## config.mk

```make
export PLATFORM = sky130hd
export DESIGN_NAME = fpa_fifo
export DESIGN_NICKNAME = d
export VERILOG_FILES = /design/src/rtl/core/fpa_pkg.sv /design/src/rtl/core/fpa_fifo.sv
export SDC_FILE = /design/constraint.sdc
export NUM_CORES = 1
export LEC_CHECK = 0
export BUFFER_PORTS_ARGS = -buffer_cell sky130_fd_sc_hd__buf_4
export CAP_MARGIN = 10
export CORE_ASPECT_RATIO = 1.5
export CORE_UTILIZATION = 50
export CTS_CLUSTER_SIZE = 40
export DETAILED_ROUTE_END_ITERATION = 6
export GPL_TIMING_DRIVEN = 0
export HOLD_SLACK_MARGIN = 0.12
export PLACE_DENSITY_LB_ADDON = 0.2
export SLEW_MARGIN = 0
export SYNTH_ARGS = -nofsm -noshare
export SYNTH_HDL_FRONTEND = slang
export SYNTH_SLANG_ARGS = --single-unit
```

## constraint.sdc

```tcl
create_clock -name aclk -period 4.3 [get_ports aclk]
set_input_delay 0.43 -clock aclk [delete_from_list [all_inputs] [get_ports aclk]]
set_output_delay 0.43 -clock aclk [all_outputs]
set_load 0.005 [all_outputs]
```

## src/rtl/core/fpa_pkg.sv

```systemverilog
`timescale 1ns / 1ps
// ----------------------------------------------------------------------------
// fpa_pkg
// Shared types and constants for the fixed-point ALU.
// ----------------------------------------------------------------------------
package fpa_pkg;

    localparam int DATA_W     = 32;
    localparam int OP_W       = 3;
    localparam int S_TDATA_W  = 72;
    localparam int M_TDATA_W  = 40;
    localparam int QUEUE_DEPTH = 4;
    localparam int QUEUE_AW   = 2;

    typedef enum logic [OP_W-1:0] {
        OP_ADD = 3'd0,
        OP_SUB = 3'd1,
        OP_MUL = 3'd2,
        OP_DIV = 3'd3,
        OP_MIN = 3'd4,
        OP_MAX = 3'd5
    } op_t;

    typedef enum logic [1:0] {
        KIND_SIMPLE = 2'd0,
        KIND_MUL    = 2'd1,
        KIND_DIV    = 2'd2
    } kind_t;

    typedef struct packed {
        kind_t                    kind;
        logic signed [DATA_W-1:0] a;
        logic signed [DATA_W-1:0] b;
        logic [DATA_W-1:0]        res;
        logic                     less;
        logic                     equal;
        logic                     greater;
        logic                     dz;
    } item_t;

endpackage

```

## src/rtl/core/fpa_fifo.sv

```systemverilog
`timescale 1ns / 1ps
// ----------------------------------------------------------------------------
// fpa_fifo
// Short item queue between the front and back parts.
// ----------------------------------------------------------------------------
module fpa_fifo (
    input  logic           aclk,
    input  logic           aresetn,
    input  logic           push_valid,
    output logic           push_ready,
    input  fpa_pkg::item_t push_item,
    output logic           pop_valid,
    input  logic           pop,
    output fpa_pkg::item_t pop_item
);

    fpa_pkg::item_t                  mem_reg [fpa_pkg::QUEUE_DEPTH];
    logic [fpa_pkg::QUEUE_AW-1:0]    wptr_reg;
    logic [fpa_pkg::QUEUE_AW-1:0]    wptr_next;
    logic [fpa_pkg::QUEUE_AW-1:0]    rptr_reg;
    logic [fpa_pkg::QUEUE_AW-1:0]    rptr_next;
    logic [fpa_pkg::QUEUE_AW:0]      count_reg;
    logic [fpa_pkg::QUEUE_AW:0]      count_next;
    logic                            do_push;
    logic                            do_pop;

    assign push_ready = count_reg != (fpa_pkg::QUEUE_AW + 1)'(fpa_pkg::QUEUE_DEPTH);
    assign pop_valid  = count_reg != '0;
    assign pop_item   = mem_reg[rptr_reg];
    assign do_push    = push_valid && push_ready;
    assign do_pop     = pop && pop_valid;

    always_comb begin
        wptr_next  = do_push ? wptr_reg + 1'b1 : wptr_reg;
        rptr_next  = do_pop ? rptr_reg + 1'b1 : rptr_reg;
        count_next = count_reg;
        if (do_push && !do_pop) begin
            count_next = count_reg + 1'b1;
        end else if (do_pop && !do_push) begin
            count_next = count_reg - 1'b1;
        end
    end

    always_ff @(posedge aclk) begin
        if (!aresetn) begin
            wptr_reg  <= '0;
            rptr_reg  <= '0;
            count_reg <= '0;
        end else begin
            wptr_reg  <= wptr_next;
            rptr_reg  <= rptr_next;
            count_reg <= count_next;
        end
        if (do_push) begin
            mem_reg[wptr_reg] <= push_item;
        end
    end

endmodule

```

==> summary.md <==
| Metric | Value |
|---|---|
| Gpl congestion | `0.7042` |
| Deepest level of the CTS H-tree | `2` |
| Hpwl dp | `17420 um` |
| Areal power density over the cells | `561.4 nW/um2` |
| Biggest fanout along the worst timing path | `10` |
| Post-synthesis register bit count | `417` |
| Count of endpoints failing hold in the final timing report | `0` |
| Fraction of post-synthesis cell area in the top cell type by area | `80.68%` |
| Cells along the critical path | `clkbuf_1 > buf_2 > mux4_2 > buf_4` |
| RSZ-0062 raised after global routing | `no` |
| TritonCTS Buffers | `38` |
| Iter 0 DRT Violations | `205` |
| Boundary Pins | `210` |
| Total track usage | `18.88%` |
| Routed Wire Length | `28390 um` |
| Port bufs | `208` |
| Synthesized net count | `692` |
| Fin crit share | `65.30%` |
| Biggest area contributors in the synthesized netlist | `edfxtp_1 (81%), mux4_2 (15%), dfxtp_1 (1.2%)` |
| Run status | `complete, no violations` |
| Largest register FFs | `408` |
| Sequential element share of the synthesized area | `81.87%` |
| Max-slew headroom at the worst pin | `47.55%` |
| DRC | `0` |
| Maximum vdd ir drop | `543.7 uV` |
| Critical Path AT | `2.38 ns` |
| Worst path setup slack after routing | `1.492 ns` |
| Pin count of the biggest net entering global routing | `60` |
| Post-DR wirelength/cell | `20.92 um` |
| Hold_sp | `aresetn` |
| Die area | `31090 um2` |
| Post-CTS clock slew at the launch and capture registers of the worst setup and hold paths | `0.06 ns` |
| Number of global-route vias before repair | `7963` |
| Type of element capturing the critical path | `output port` |
| Number of antenna violations at the first check in global routing | `2` |
| Horizontal die dimension | `144.3 um` |
| First-pass GRT wire length | `43220 um` |
| Die extent in y | `215.4 um` |
| Via density per instance | `5.298` |
| Buffers inserted by post-CTS timing repair | `0` |
| Area inside the core boundary | `29670 um2` |
| Final count of negative-setup-slack endpoints | `0` |
| WP data required | `3.87 ns` |
| Distinct cell type count after synthesis | `22` |
| Setup Crit Path Kind | `reg2out` |
| Origin of the critical flop-to-flop path | `count_reg[0]` |
| Clock insertion delay at the later pin of the skew report | `0.53 ns` |
| First-pass detailed-route iteration total | `4` |
| Most common cell after layout, fill and taps aside | `edfxtp_1` |
| Final critical-path required period | `2.808 ns` |
| Total count of max-transition violations in the final report | `0` |
| Layout cells sized above 1 | `40.63%` |
| Starting density of the core | `51.18%` |
| Residual antenna-violating net count after detailed routing | `0` |
| Final-stage net count | `1046` |
| Gates resized, CTS repair | `0` |
| Post-synthesis average cell area | `26.18 um2` |
| Worst-Margin Slew | `0.7868 ns` |
| Clock Root Buffer | `clkbuf_16` |
| Synthesized area | `15190 um2` |
| Growth of design area from synthesis to finish | `29.08%` |
| Category of the worst setup path launch point | `register` |
| # clock sinks | `417` |
| Type of the worst min-delay path | `in2reg` |
| Maximum root-to-sink buffer count | `3` |
| Rows | `77` |
| Library cell occupying the most area in the post-synthesis netlist | `edfxtp_1` |
| # Max-Cap Violations | `0` |
| CTS tree | `done` |
| Commonest cells after routing, fill and taps aside | `edfxtp_1 (408), buf_4 (208), mux4_2 (102), dlygate4sd3_1 (102), clkbuf_16 (41)` |
| Highest clock rate | `0.3561 GHz` |
| Critical path's slowest cell | `clkbuf_1` |
| Static power due to leakage | `6.663 nW` |
| Synth Warn # | `0` |
| Synthesized instance count | `580` |
| Slowest stage delay, CP | `0.56 ns` |
| Final core utilization | `66.06%` |
| Worst slack after detailed placement | `1.862 ns` |
| Total gr overflow | `0` |
| Worst setup skew after layout | `0.006836 ns` |
| Via total after detailed routing | `7189` |
## per-stage QoR
stage | TNS, ns | instances | total power [mW] | area (um2) | hold slack (ns)
after global placement | -418.85 | 1183 | 7.761 | 17240 | 0.4797
after global routing | 0 | 1357 | 11.47 | 19600 | 0.3265
after CTS | 0 | 1355 | 11.15 | 19600 | 0.2776
after detailed placement | 0 | 1187 | 7.814 | 17360 | 0.5104
after floorplan | 0 | 580 | 6.589 | 15190 | 0.4677
final | 0 | 1357 | 11.00 | 19600 | 0.3046
## per-layer routing
layer | vias up | part of all wire, % | GRT usage (%)
li1 | 3201 | - | -
met2 | 188 | 55 | 34.01
met3 | 47 | 5.1 | 4.193
met4 | 0 | 2.8 | 6.667
met5 | - | 0 | 0
met1 | 3753 | 37 | 21.80
## cells in the mapped netlist, drive strengths merged
| cell type | instances |
|---|---|
| clkbuf | 4 |
| buf | 19 |
| nor2 | 1 |
| mux4 | 102 |
| ha | 5 |
| fa | 1 |
| o31ai | 1 |
| nor2b | 1 |
| mux2i | 3 |
| or3 | 2 |
| a21boi | 2 |
| nand2 | 5 |
| o21ai | 1 |
| dfxtp | 9 |
| o311ai | 1 |
| inv | 3 |
| xor2 | 1 |
| xnor2 | 3 |
| edfxtp | 408 |
| and2 | 8 |
## cell type report
class                      count  area (um2)
timing repair buffer         314        2693
multi-input combinational    137        2586
fill                        2004       10070
clock inverter                18       161.4
inverter                       3       11.26
buffer                        23       166.4
clock buffer                  48        1052
tap                          395       494.2
sequential                   417       12430
antenna                        2       5.005
## final timing paths
check | to | slack, ns | cells past startpoint
worst max register to register | mem_reg[0][9] | 1.91 | 4
worst max-delay path | pop_item[79] | 1.49 | 4
worst min register to register | wptr_reg[0] | 0.51 | 2
worst min-delay path | wptr_reg[0] | 0.30 | 3
## worst max-delay path, delay by kind of cell (launching register included)
kind,cells,cell delay [ns]
DFF,1,0.34
muxes,1,0.39
buffers and inverters,3,1.12
## cells by family (layout without fill, tap and decap cells)
group	count (synthesis)	after routing	synth area share, %
DFF	417	417	81.87
muxes	105	105	15.33
buffers and inverters	26	406	1.170
and+or+nand+nor	17	17	0.6015
adders and majority gates	6	6	0.5438
AOI/OAI and AO/OA	5	5	0.2637
xor gates and xnor gates	4	4	0.2307
other	0	2	0
## where the power goes
| part | internal, mW | switching (mW) |
|---|---|---|
| registers | 4.93 | 0.106 |
| logic | 1.55 | 1.16 |
| clock network | 1.91 | 1.35 |
## timing repair
action	4_1_cts	5_1_grt
endpoints found under the hold margin	408	0
hold buffers	102	0
endpoints found under the setup margin	0	0
(Power assumes the default switching activity.)
